[src/sv/genotype_pair_contingency_counter_macros.svh]
// Assertion helpers for the top module, which checks its own logic.
`ifndef GENOTYPE_PAIR_CONTINGENCY_COUNTER_MACROS_SVH
`define GENOTYPE_PAIR_CONTINGENCY_COUNTER_MACROS_SVH

// Same-cycle implication, sampled on clk and quiet while rst_n is low.
`define GPCC_ASSERT_IMP(lbl, ante, cons) \
  lbl: assert property (@(posedge clk) disable iff (!rst_n) (ante) |-> (cons)) \
    else $error("gpcc check failed");

// Next-cycle implication, sampled on clk and quiet while rst_n is low.
`define GPCC_ASSERT_NXT(lbl, ante, cons) \
  lbl: assert property (@(posedge clk) disable iff (!rst_n) (ante) |=> (cons)) \
    else $error("gpcc check failed");

`endif

[src/sv/gpcc_pkg.sv]
`default_nettype none

package gpcc_pkg;

  localparam int GENO_W          = 32;
  localparam int TALLY_W         = 16;
  localparam int CELL_W          = 4;
  localparam int CELL_COUNT      = 9;
  localparam int GENO_COUNT      = 3;
  localparam int POP_W           = $clog2(GENO_W + 1);
  localparam int WORD_BITS_DEF   = 32;
  localparam int QUEUE_DEPTH_DEF = 4;

  localparam logic [CELL_W-1:0]  LAST_CELL    = CELL_W'(CELL_COUNT - 1);
  localparam logic [TALLY_W-1:0] TALLY_MAX    = {TALLY_W{1'b1}};
  localparam logic               KIND_CONTROL = 1'b0;
  localparam logic               KIND_CASE    = 1'b1;

  typedef struct packed {
    logic              kind;
    logic [GENO_W-1:0] a_geno0_bits;
    logic [GENO_W-1:0] a_geno1_bits;
    logic [GENO_W-1:0] a_geno2_bits;
    logic [GENO_W-1:0] b_geno0_bits;
    logic [GENO_W-1:0] b_geno1_bits;
    logic [GENO_W-1:0] b_geno2_bits;
    logic              final_word;
  } in_item_t;

  typedef struct packed {
    logic [CELL_W-1:0]  cell_index;
    logic [TALLY_W-1:0] control_count;
    logic [TALLY_W-1:0] case_count;
    logic               last_cell;
  } out_item_t;

  // One classified item: the nine per-cell bit counts plus its flags.
  typedef struct packed {
    logic                             kind;
    logic                             final_word;
    logic [CELL_COUNT-1:0][POP_W-1:0] pop;
  } q_entry_t;

  typedef struct packed {
    logic full;
    logic valid;
  } q_stat_t;

endpackage

`default_nettype wire

[src/sv/genotype_pair_contingency_counter.sv]
// Channel   Ports                          Payload      Moves
// input     in_valid / in_ready / in_data  in_item_t    one genotype word pair
// result    out_valid / out_ready / out_data out_item_t one contingency cell
//
// One input item is accepted every cycle while the queue has room; the nine
// AND-popcounts of an item are formed in the cycle it is accepted.
// A final item yields nine result items through the single output register;
// a later final item waits in the queue until the last of them is loaded there.
// Reset (rst_n low at a clock edge) clears tallies, queue and the output valid flag.
// A stalled result side holds such a final item, the queue fills, in_ready drops.
`default_nettype none

module genotype_pair_contingency_counter
  import gpcc_pkg::*;
#(
  parameter int WORD_BITS   = WORD_BITS_DEF,
  parameter int QUEUE_DEPTH = QUEUE_DEPTH_DEF
) (
  input  wire logic      clk,
  input  wire logic      rst_n,
  input  wire logic      in_valid,
  output logic           in_ready,
  input  wire in_item_t  in_data,
  output logic           out_valid,
  input  wire logic      out_ready,
  output out_item_t      out_data
);

  // The front classifies each item into nine bit counts, the queue decouples
  // it from the back, and the back folds counts into the saturating tallies
  // and plays out the table when a final item arrives.
  q_stat_t  q_stat;
  q_entry_t wr_entry;
  q_entry_t rd_entry;
  logic     push;
  logic     pop;

  gpcc_front #(
    .WORD_BITS(WORD_BITS)
  ) u_front (
    .in_valid (in_valid),
    .in_ready (in_ready),
    .in_data  (in_data),
    .q_stat   (q_stat),
    .push     (push),
    .entry    (wr_entry)
  );

  gpcc_queue #(
    .DEPTH(QUEUE_DEPTH)
  ) u_queue (
    .clk      (clk),
    .rst_n    (rst_n),
    .push     (push),
    .wr_entry (wr_entry),
    .pop      (pop),
    .q_stat   (q_stat),
    .rd_entry (rd_entry)
  );

  gpcc_back u_back (
    .clk       (clk),
    .rst_n     (rst_n),
    .q_stat    (q_stat),
    .rd_entry  (rd_entry),
    .pop       (pop),
    .out_valid (out_valid),
    .out_ready (out_ready),
    .out_data  (out_data)
  );

`include "genotype_pair_contingency_counter_macros.svh"

  // The front never writes into a full queue.
  `GPCC_ASSERT_IMP(a_no_push_full, push, !q_stat.full)
  // The back never takes an item from an empty queue.
  `GPCC_ASSERT_IMP(a_no_pop_empty, pop, q_stat.valid)
  // Emitted cells stay in the table and only cell eight closes a run.
  `GPCC_ASSERT_IMP(a_cell_range, out_valid, out_data.cell_index <= LAST_CELL)
  `GPCC_ASSERT_IMP(a_last_flag, out_valid,
                   out_data.last_cell == (out_data.cell_index == LAST_CELL))

endmodule

`default_nettype wire

[src/sv/gpcc_front.sv]
`default_nettype none

module gpcc_front
  import gpcc_pkg::*;
#(
  parameter int WORD_BITS = WORD_BITS_DEF
) (
  input  wire logic     in_valid,
  output logic          in_ready,
  input  wire in_item_t in_data,
  input  wire q_stat_t  q_stat,
  output logic          push,
  output q_entry_t      entry
);

  localparam int USED_BITS = (WORD_BITS < GENO_W) ? WORD_BITS : GENO_W;
  localparam logic [GENO_W-1:0] USED_MASK = {GENO_W{1'b1}} >> (GENO_W - USED_BITS);

  // Pairwise adder tree: five levels for a 32-bit word.
  function automatic logic [POP_W-1:0] pop_count(input logic [GENO_W-1:0] w);
    logic [POP_W-1:0] acc [GENO_W];
    for (int k = 0; k < GENO_W; k++) acc[k] = POP_W'(w[k]);
    for (int step = 1; step < GENO_W; step = step * 2) begin
      for (int k = 0; k < GENO_W; k = k + 2 * step) begin
        acc[k] = acc[k] + acc[k + step];
      end
    end
    return acc[0];
  endfunction

  logic [GENO_W-1:0] a_m [GENO_COUNT];
  logic [GENO_W-1:0] b_m [GENO_COUNT];

  assign in_ready = ~q_stat.full;
  assign push     = in_valid & ~q_stat.full;

  always_comb begin
    a_m[0] = in_data.a_geno0_bits & USED_MASK;
    a_m[1] = in_data.a_geno1_bits & USED_MASK;
    a_m[2] = in_data.a_geno2_bits & USED_MASK;
    b_m[0] = in_data.b_geno0_bits & USED_MASK;
    b_m[1] = in_data.b_geno1_bits & USED_MASK;
    b_m[2] = in_data.b_geno2_bits & USED_MASK;
    entry.kind       = in_data.kind;
    entry.final_word = in_data.final_word;
    for (int i = 0; i < GENO_COUNT; i++) begin
      for (int j = 0; j < GENO_COUNT; j++) begin
        entry.pop[i * GENO_COUNT + j] = pop_count(a_m[i] & b_m[j]);
      end
    end
  end

endmodule

`default_nettype wire

[src/sv/gpcc_queue.sv]
`default_nettype none

module gpcc_queue
  import gpcc_pkg::*;
#(
  parameter int DEPTH = QUEUE_DEPTH_DEF
) (
  input  wire logic     clk,
  input  wire logic     rst_n,
  input  wire logic     push,
  input  wire q_entry_t wr_entry,
  input  wire logic     pop,
  output q_stat_t       q_stat,
  output q_entry_t      rd_entry
);

  localparam int PTR_W = $clog2(DEPTH);
  localparam int CNT_W = $clog2(DEPTH + 1);

  q_entry_t          mem_r [DEPTH];
  logic [PTR_W-1:0]  wr_ptr_r, wr_ptr_nxt;
  logic [PTR_W-1:0]  rd_ptr_r, rd_ptr_nxt;
  logic [CNT_W-1:0]  count_r, count_nxt;

  always_comb begin
    wr_ptr_nxt = wr_ptr_r;
    rd_ptr_nxt = rd_ptr_r;
    count_nxt  = count_r;
    if (push) begin
      wr_ptr_nxt = (wr_ptr_r == PTR_W'(DEPTH - 1)) ? '0 : wr_ptr_r + 1'b1;
    end
    if (pop) begin
      rd_ptr_nxt = (rd_ptr_r == PTR_W'(DEPTH - 1)) ? '0 : rd_ptr_r + 1'b1;
    end
    if (push && !pop) begin
      count_nxt = count_r + 1'b1;
    end else if (pop && !push) begin
      count_nxt = count_r - 1'b1;
    end
  end

  always_ff @(posedge clk) begin
    if (!rst_n) begin
      wr_ptr_r <= '0;
      rd_ptr_r <= '0;
      count_r  <= '0;
    end else begin
      wr_ptr_r <= wr_ptr_nxt;
      rd_ptr_r <= rd_ptr_nxt;
      count_r  <= count_nxt;
    end
  end

  always_ff @(posedge clk) begin
    if (push) begin
      mem_r[wr_ptr_r] <= wr_entry;
    end
  end

  assign rd_entry     = mem_r[rd_ptr_r];
  assign q_stat.full  = (count_r == CNT_W'(DEPTH));
  assign q_stat.valid = (count_r != '0);

endmodule

`default_nettype wire

[src/sv/gpcc_back.sv]
`default_nettype none

module gpcc_back
  import gpcc_pkg::*;
(
  input  wire logic     clk,
  input  wire logic     rst_n,
  input  wire q_stat_t  q_stat,
  input  wire q_entry_t rd_entry,
  output logic          pop,
  output logic          out_valid,
  input  wire logic     out_ready,
  output out_item_t     out_data
);

  function automatic logic [TALLY_W-1:0] sat_add(input logic [TALLY_W-1:0] t,
                                                 input logic [POP_W-1:0]   n);
    logic [TALLY_W:0] s;
    s = {1'b0, t} + (TALLY_W + 1)'(n);
    return s[TALLY_W] ? TALLY_MAX : s[TALLY_W-1:0];
  endfunction

  logic [TALLY_W-1:0] ctl_r [CELL_COUNT];
  logic [TALLY_W-1:0] cas_r [CELL_COUNT];
  logic [TALLY_W-1:0] ctl_nxt [CELL_COUNT];
  logic [TALLY_W-1:0] cas_nxt [CELL_COUNT];
  logic [TALLY_W-1:0] snap_ctl_r [CELL_COUNT];
  logic [TALLY_W-1:0] snap_cas_r [CELL_COUNT];
  logic               busy_r;
  logic [CELL_W-1:0]  cell_r;
  logic               out_valid_r;
  out_item_t          out_data_r;
  logic               load;
  logic               pop_final;

  // A final item waits until the previous run's last cell is loaded for output.
  assign pop       = q_stat.valid & (~rd_entry.final_word | ~busy_r);
  assign pop_final = pop & rd_entry.final_word;
  assign load      = busy_r & (~out_valid_r | out_ready);

  always_comb begin
    for (int c = 0; c < CELL_COUNT; c++) begin
      ctl_nxt[c] = ctl_r[c];
      cas_nxt[c] = cas_r[c];
      if (pop && rd_entry.kind == KIND_CASE) begin
        cas_nxt[c] = sat_add(cas_r[c], rd_entry.pop[c]);
      end else if (pop) begin
        ctl_nxt[c] = sat_add(ctl_r[c], rd_entry.pop[c]);
      end
    end
  end

  always_ff @(posedge clk) begin
    if (!rst_n) begin
      for (int c = 0; c < CELL_COUNT; c++) begin
        ctl_r[c] <= '0;
        cas_r[c] <= '0;
      end
      busy_r      <= 1'b0;
      cell_r      <= '0;
      out_valid_r <= 1'b0;
    end else begin
      for (int c = 0; c < CELL_COUNT; c++) begin
        ctl_r[c] <= pop_final ? '0 : ctl_nxt[c];
        cas_r[c] <= pop_final ? '0 : cas_nxt[c];
      end
      if (pop_final) begin
        busy_r <= 1'b1;
        cell_r <= '0;
      end else if (load) begin
        busy_r <= (cell_r != LAST_CELL);
        cell_r <= cell_r + 1'b1;
      end
      if (load) begin
        out_valid_r <= 1'b1;
      end else if (out_ready) begin
        out_valid_r <= 1'b0;
      end
    end
  end

  // Snapshot drains by shifting toward entry zero, one cell per emitted item.
  always_ff @(posedge clk) begin
    if (pop_final) begin
      for (int c = 0; c < CELL_COUNT; c++) begin
        snap_ctl_r[c] <= ctl_nxt[c];
        snap_cas_r[c] <= cas_nxt[c];
      end
    end else if (load) begin
      for (int c = 0; c < CELL_COUNT - 1; c++) begin
        snap_ctl_r[c] <= snap_ctl_r[c + 1];
        snap_cas_r[c] <= snap_cas_r[c + 1];
      end
    end
    if (load) begin
      out_data_r.cell_index    <= cell_r;
      out_data_r.control_count <= snap_ctl_r[0];
      out_data_r.case_count    <= snap_cas_r[0];
      out_data_r.last_cell     <= (cell_r == LAST_CELL);
    end
  end

  assign out_valid = out_valid_r;
  assign out_data  = out_data_r;

endmodule

`default_nettype wire

[config.mk]
export PLATFORM = sky130hd
export DESIGN_NAME = genotype_pair_contingency_counter
export DESIGN_NICKNAME = d
export VERILOG_FILES = /design/src/sv/gpcc_pkg.sv /design/src/sv/genotype_pair_contingency_counter.sv /design/src/sv/gpcc_front.sv /design/src/sv/gpcc_queue.sv /design/src/sv/gpcc_back.sv
export VERILOG_INCLUDE_DIRS = /design/src /design/src/sv
export SDC_FILE = /design/constraint.sdc
export NUM_CORES = 2
export LEC_CHECK = 0
export ABC_AREA = 1
export BUFFER_PORTS_ARGS = -buffer_cell sky130_fd_sc_hd__buf_2
export CAP_MARGIN = 20
export CORE_ASPECT_RATIO = 0.6
export CORE_MARGIN = 10
export CORE_UTILIZATION = 40
export CTS_CLUSTER_SIZE = 28
export DETAILED_ROUTE_END_ITERATION = 10
export PLACE_DENSITY = 0.53
export SLEW_MARGIN = 20
export SYNTH_ARGS = -nofsm -noshare
export SYNTH_HDL_FRONTEND = slang
export SYNTH_HIERARCHICAL = 1
export SYNTH_SLANG_ARGS = --single-unit
[constraint.sdc]
create_clock -name clk -period 18.35 [get_ports clk]
set_clock_uncertainty 0.2 [all_clocks]
set_input_delay 1.835 -clock clk [delete_from_list [all_inputs] [get_ports clk]]
set_output_delay 1.835 -clock clk [all_outputs]
set_load 0.05 [all_outputs]
; Word level (Yosys, flattened, before mapping)
; Memory sizes are Yosys's and may differ from the RTL's. A register that Yosys moved wholly into a read port is not among the register bits.
; Index checks and enable logic that the tools add are counted.
[word_totals]
ramBits = 800
n_memories = 5
regBits = 18
output_inout_bits = 39
in_bits = 198
[mem_list]
columns = memory, words, width, read_ports, rd_ports_with_merged_regs, write_ports, line_no
row1 = u_queue.mem_r, 4, 56, 1, 1, 1, gpcc_queue.sv:20  ; q_entry_t mem_r [DEPTH];
row2 = u_back.cas_r, 9, 16, 9, 0, 9, gpcc_back.sv:24  ; logic [TALLY_W-1:0] cas_r [CELL_COUNT];
row3 = u_back.ctl_r, 9, 16, 9, 0, 9, gpcc_back.sv:23  ; logic [TALLY_W-1:0] ctl_r [CELL_COUNT];
row4 = u_back.snap_cas_r, 9, 16, 9, 1, 9, gpcc_back.sv:28  ; logic [TALLY_W-1:0] snap_cas_r [CELL_COUNT];
row5 = u_back.snap_ctl_r, 9, 16, 9, 1, 9, gpcc_back.sv:27  ; logic [TALLY_W-1:0] snap_ctl_r [CELL_COUNT];
[classes]
bitwise = 54
mux = 116
n_reduce_logical = 10
n_addsub = 302
n_eq_ne = 5
[op_table]
columns = operator, n
row1 = $mux 16, 97
row2 = $add 6x6->6, 135
row3 = $add 16x6->17, 18
row4 = $add 1x1->2, 144
row5 = $and 32x32->32, 9
row6 = $or 1x1->1, 36
row7 = $mux 1, 13
row8 = $mux 2, 4
row9 = $mux 3, 2
row10 = $reduce_bool 2->1, 3
row11 = $not 1->1, 5
row12 = $add 2x1->2 const B, 2
row13 = $add 4x1->4 const B, 1
row14 = $and 1x1->1, 4
row15 = $eq 2x2->1 const B, 2
row16 = $eq 4x4->1 const B, 1
row17 = $ne 4x4->1 const B, 1
row18 = $add 3x1->3 const B, 1
row19 = $eq 3x3->1 const B, 1
row20 = $logic_and 1x1->1, 3
row21 = $reduce_bool 3->1, 1
row22 = $sub 3x1->3 const B, 1
row23 = $logic_not 1->1, 2
row24 = $reduce_or 2->1, 1

; Depth between registers and ports, before layout
[logic_depth]
ltp_word = 7
ltp_mapped = 25
ltp_nobuf = 25

; Cells and area by module
; The synthesis kept the hierarchy.
[by_module_without_submodules]
columns = module, area_each_um2, instances, cells_per_inst
row1 = gpcc_back, 32030.7, 1, 4030
row2 = gpcc_queue, 9162.5, 1, 602
row3 = gpcc_front, 8853.5, 1, 1187

; Worst setup path before layout
; OpenSTA, ideal clock, no wires.
[synth_timing]
kind = input to register
startpoint = input port out_ready
endpoint = memory u_back.snap_cas_r[0][0] (enable)
setup_ns = 1.962
path_slack_ns = 9.375
arrival_ns = 6.814
stages = 6
n_path_buf = 2
path_cell_list = inv_1 -> nand2_1 -> nand2_1 -> clkbuf_1 -> clkbuf_1 -> nand2_1
[synth_lines]
columns = element, line_no
row1 = from (decl), genotype_pair_contingency_counter.sv:25  ; input wire logic out_ready,
row2 = to (decl), gpcc_back.sv:28

==> metrics.yaml <==
outcome: "finished clean"
filler_cell_count: 12329
htreeDepth: 3
max_slew.worst_pin.slew_ps: 1040
clk_latency_ps: 680
final_layout_size_suffix_gt1_share_pct: 8.77
drt_iter0_drc: 2873
synth_async_sr_flop_share_pct: 0
netlist-cell-type-count: 50
cts_tree: "yes"
parity_gate_share_of_the_synthesized_area_counting_xor_and_xnor_cells_pct: 1.59
post_synthesis_adder_cell_area_fraction_pct: 14.3
cts_resized: 0
synth_compound_gate_area_share_pct: 6.83
power.density_nw_per_um2: 177
grt_max_degree: 123
flow.area_growth_from_synthesis_pct: 10.6
syn_area_um2: 50000
cp_data_required_time_ps: 18540
worstSetupPathType: "input port to flip-flop"
grt_setup_unrepaired: "no"
timing.final.max_slew_violations: 0
dpl.hpwl_um: 106000
report.final.setup_viol: 0
antenna_found_initial: 11
die_y_um: 294
hp-class: "flip-flop to flip-flop"
timing.max_slew.rel_slack_pct: 30.4
hold_path_cells: 0
cts_hold_repair.buffers: 0
post_synthesis_average_cell_area_um2: 8.60
place_ws_ps: 10510
via_count_of_the_first_global_routing_pass: 36723
io_pins: 237
wl_per_cell_um: 18.1
synthMuxAreaShare_pct: 0.0400
yosysWarningCount: 6
endpoint_of_the_worst_register_to_register_path: "u_back/cell_r[3]"
initial_core_util_pct: 40.3
wirelength_um: 140000
synth_fp_nets: 6448
routed-wl-met3_um: 11500
min-delay-start: "u_back/snap_cas_r[0][5]"
final_nets: 6631
die_x_um: 477
fp.coreArea_um2: 124000
numCtsBuffers: 81
total_gr_overflow: 0
fp.dieArea_um2: 140000
highest_achievable_clock_rate_ghz: 0.139
worstSetupStartpointType: "input port"
placementRows: 100
clock-sinks: 852
drt_first_pass_iters: 6
route.vias.total: 38118
simple_gate_share_of_the_synthesized_area_pct: 23.9
grt_first_pass_wirelength_um: 219000
ff2ff_path_depth: 12
cts_root_buffer: "sky130_fd_sc_hd__clkbuf_16"
final.period_utilization_pct: 39.1
largest_fanout_on_the_critical_path: 4
fin_ws_ps: 11180
timing.critical_path.to_type: "flip-flop"
ant_nets: 0
worst_case_clock_buffer_depth: 3
fin_setup_tns_ps: 0
vias_per_cell: 4.91
worstPathArrival_ps: 7360
timing.final.hold_violations: 0
detail_route.drc_violations: 0
final.min_clock_period_ps: 7170
number_of_instances_in_the_synthesized_netlist: 5819
cap_violations: 0
path_clk_slew_ps: 70
setup.reg_to_reg.worst_slack_ps: 12430
ir_drop_v: 0.000143
synth_top_flop_cell: "sky130_fd_sc_hd__edfxtp_1"
grt.total_usage_pct: 19.8
globalplace.congestion: 1.03
postCtsSetupRepairBufs: 0
ys_ff_latch: 852
io_buffers: 236
synth.yosys.seq_area_share_pct: 45.1
dr_wl_met2_um: 54800
wl_met1_um: 71400
endpoint_of_the_worst_hold_path: "u_back/out_data[6]"
leakage_nw: 25.9
top_signal_layer_used: "met5"
synth_edf_count: 549
synth_top_family_by_area: "simple AND/OR/NAND/NOR gates"
-- worst max path at each step --
| stage | start | slack [ps] | to |
|---|---|---|---|
| global placement | in_data[4] | 10460 | u_queue/mem_r[0][53] |
| floorplan | out_ready | 9370 | u_back/snap_cas_r[0][0] |
| global route | in_data[4] | 10910 | u_queue/mem_r[1][53] |
| detailed placement | in_data[4] | 10510 | u_queue/mem_r[2][53] |
| finish | in_data[4] | 11180 | u_queue/mem_r[1][53] |
| CTS | in_data[4] | 11210 | u_queue/mem_r[1][53] |
-- logic make-up after synthesis --
kind of cell / Yosys count
multiplexers: 2
XOR/XNOR: 91
AO/OA/AOI/OAI: 586
AND/OR/NAND/NOR: 2824
buffers and inverters: 1033
flip-flops: 852
adder cells (fa/ha/maj): 431
-- stage by stage --
stage | hold slack (ps) | std cells | power (W) | util (%) | area, um2
3_5_place_dp | 206 | 7602 | 0.00815 | 42.5 | 52700
3_3_place_gp | 201 | 7602 | 0.00808 | 42.5 | 52700
4_1_cts | 219 | 7750 | 0.00989 | 44.6 | 55400
5_1_grt | 226 | 7756 | 0.0107 | 44.6 | 55400
6_report | 216 | 7758 | 0.00981 | 44.6 | 55400
2_1_floorplan | 200 | 5819 | 0.00686 | - | 50000
-- routing by layer --
| metal | vias up | global-route usage (%) |
|---|---|---|
| li1 | 19107 | - |
| met4 | 2 | 3.61 |
| met5 | - | 0 |
| met3 | 143 | 6.42 |
| met1 | 18003 | 29.9 |
| met2 | 863 | 27.3 |
-- final cells by class --
cell class,instances,area [um2],share of cell area (%)
flip-flops and latches,852,22600,40.7
diodes,8,20.0,0.0362
inverters,868,3270,5.91
clock inverters,52,487,0.879
clock buffers,96,2140,3.87
well taps,1683,2110,3.80
repair buffers,265,1410,2.55
multi-input cells,3934,23400,42.2
-- placed cells by master, fill, tap and decap left out, types with 6 or more instances in the layout --
master	count
sky130_fd_sc_hd__dfxtp_1	301
sky130_fd_sc_hd__clkinv_1	19
sky130_fd_sc_hd__or2_2	40
sky130_fd_sc_hd__a21o_1	7
sky130_fd_sc_hd__nand3_1	357
sky130_fd_sc_hd__ha_1	197
sky130_fd_sc_hd__clkbuf_1	10
sky130_fd_sc_hd__xor2_1	67
sky130_fd_sc_hd__o21ai_1	37
sky130_fd_sc_hd__nor2_4	26
sky130_fd_sc_hd__o21ai_0	268
sky130_fd_sc_hd__a21oi_1	92
sky130_fd_sc_hd__o21ai_2	6
sky130_fd_sc_hd__clkbuf_16	82
sky130_fd_sc_hd__diode_2	8
sky130_fd_sc_hd__fa_1	234
sky130_fd_sc_hd__clkinv_2	17
sky130_fd_sc_hd__buf_2	236
sky130_fd_sc_hd__o211ai_1	14
sky130_fd_sc_hd__a21boi_0	6
sky130_fd_sc_hd__o21bai_1	15
sky130_fd_sc_hd__bufinv_16	9
sky130_fd_sc_hd__or2_1	13
sky130_fd_sc_hd__nor2_1	396
sky130_fd_sc_hd__nand4_1	68
sky130_fd_sc_hd__buf_4	28
sky130_fd_sc_hd__and2_1	8
sky130_fd_sc_hd__nand3b_1	48
sky130_fd_sc_hd__inv_2	11
sky130_fd_sc_hd__nand2_1	1766
sky130_fd_sc_hd__o22ai_2	26
sky130_fd_sc_hd__a31oi_1	25
sky130_fd_sc_hd__xnor2_1	24
sky130_fd_sc_hd__inv_1	853
sky130_fd_sc_hd__nor2_2	6
sky130_fd_sc_hd__o22ai_1	85
sky130_fd_sc_hd__edfxtp_1	549
sky130_fd_sc_hd__nand2_2	8
sky130_fd_sc_hd__nor3_1	65
-- state kept, by name (all words and copies together), names as in the netlist, named ones only --
register,flops
u_back/snap_ctl_r,144
u_back/cas_r,144
u_queue/mem_r,224
u_back/ctl_r,144
u_queue/rd_ptr_r,2
u_back/out_data,37
u_back/out_valid,1
u_queue/wr_ptr_r,2
u_queue/count_r,3
u_back/cell_r,4
u_back/busy_r,1
u_back/snap_cas_r,144
-- critical path: stages --
cell and delay (ps):
sky130_fd_sc_hd__buf_2 110, sky130_fd_sc_hd__nand2_1 60, sky130_fd_sc_hd__inv_1 50, sky130_fd_sc_hd__fa_1 580
sky130_fd_sc_hd__inv_1 60, sky130_fd_sc_hd__fa_1 470, sky130_fd_sc_hd__inv_1 50, sky130_fd_sc_hd__fa_1 440
sky130_fd_sc_hd__ha_1 230, sky130_fd_sc_hd__fa_1 430, sky130_fd_sc_hd__xor2_1 160, sky130_fd_sc_hd__fa_1 480
sky130_fd_sc_hd__inv_1 50, sky130_fd_sc_hd__fa_1 470, sky130_fd_sc_hd__inv_1 50, sky130_fd_sc_hd__fa_1 450
sky130_fd_sc_hd__fa_1 530, sky130_fd_sc_hd__inv_1 60, sky130_fd_sc_hd__fa_1 410, sky130_fd_sc_hd__inv_1 70
sky130_fd_sc_hd__nand2_1 40, sky130_fd_sc_hd__nand2_1 80, sky130_fd_sc_hd__nand2_1 50, sky130_fd_sc_hd__nand2_1 50
sky130_fd_sc_hd__nand2_1 100
-- power by group --
group / switching [W] / leakage, nW / internal, W / total, W
Sequential: 0.000198 / 7.69 / 0.00322 / 0.00342
Clock: 0.000754 / 1.29 / 0.000963 / 0.00172
Combinational: 0.00323 / 16.9 / 0.00145 / 0.00468
-- synth_stat cells, types with 8 or more instances --
cell / instances / area share [%]
sky130_fd_sc_hd__a21oi_1: 92 / 0.92
sky130_fd_sc_hd__a31oi_1: 25 / 0.31
sky130_fd_sc_hd__and2_1: 8 / 0.10
sky130_fd_sc_hd__buf_2: 78 / 0.78
sky130_fd_sc_hd__buf_6: 10 / 0.23
sky130_fd_sc_hd__clkbuf_1: 62 / 0.47
sky130_fd_sc_hd__dfxtp_1: 303 / 12
sky130_fd_sc_hd__edfxtp_1: 549 / 33
sky130_fd_sc_hd__fa_1: 234 / 9.4
sky130_fd_sc_hd__ha_1: 197 / 4.9
sky130_fd_sc_hd__inv_1: 857 / 6.4
sky130_fd_sc_hd__inv_2: 10 / 0.075
sky130_fd_sc_hd__nand2_1: 1769 / 13
sky130_fd_sc_hd__nand2_2: 8 / 0.10
sky130_fd_sc_hd__nand3_1: 357 / 3.6
sky130_fd_sc_hd__nand3b_1: 48 / 0.72
sky130_fd_sc_hd__nand4_1: 68 / 0.85
sky130_fd_sc_hd__nor2_1: 396 / 3.0
sky130_fd_sc_hd__nor2_4: 26 / 0.59
sky130_fd_sc_hd__nor3_1: 65 / 0.65
sky130_fd_sc_hd__o211ai_1: 14 / 0.21
sky130_fd_sc_hd__o21ai_0: 268 / 2.7
sky130_fd_sc_hd__o21ai_1: 37 / 0.37
sky130_fd_sc_hd__o21bai_1: 15 / 0.23
sky130_fd_sc_hd__o22ai_1: 85 / 1.1
sky130_fd_sc_hd__o22ai_2: 26 / 0.65
sky130_fd_sc_hd__or2_1: 13 / 0.16
sky130_fd_sc_hd__or2_2: 40 / 0.50
sky130_fd_sc_hd__xnor2_1: 24 / 0.42
sky130_fd_sc_hd__xor2_1: 67 / 1.2
Power figures use the tool's default switching activity.
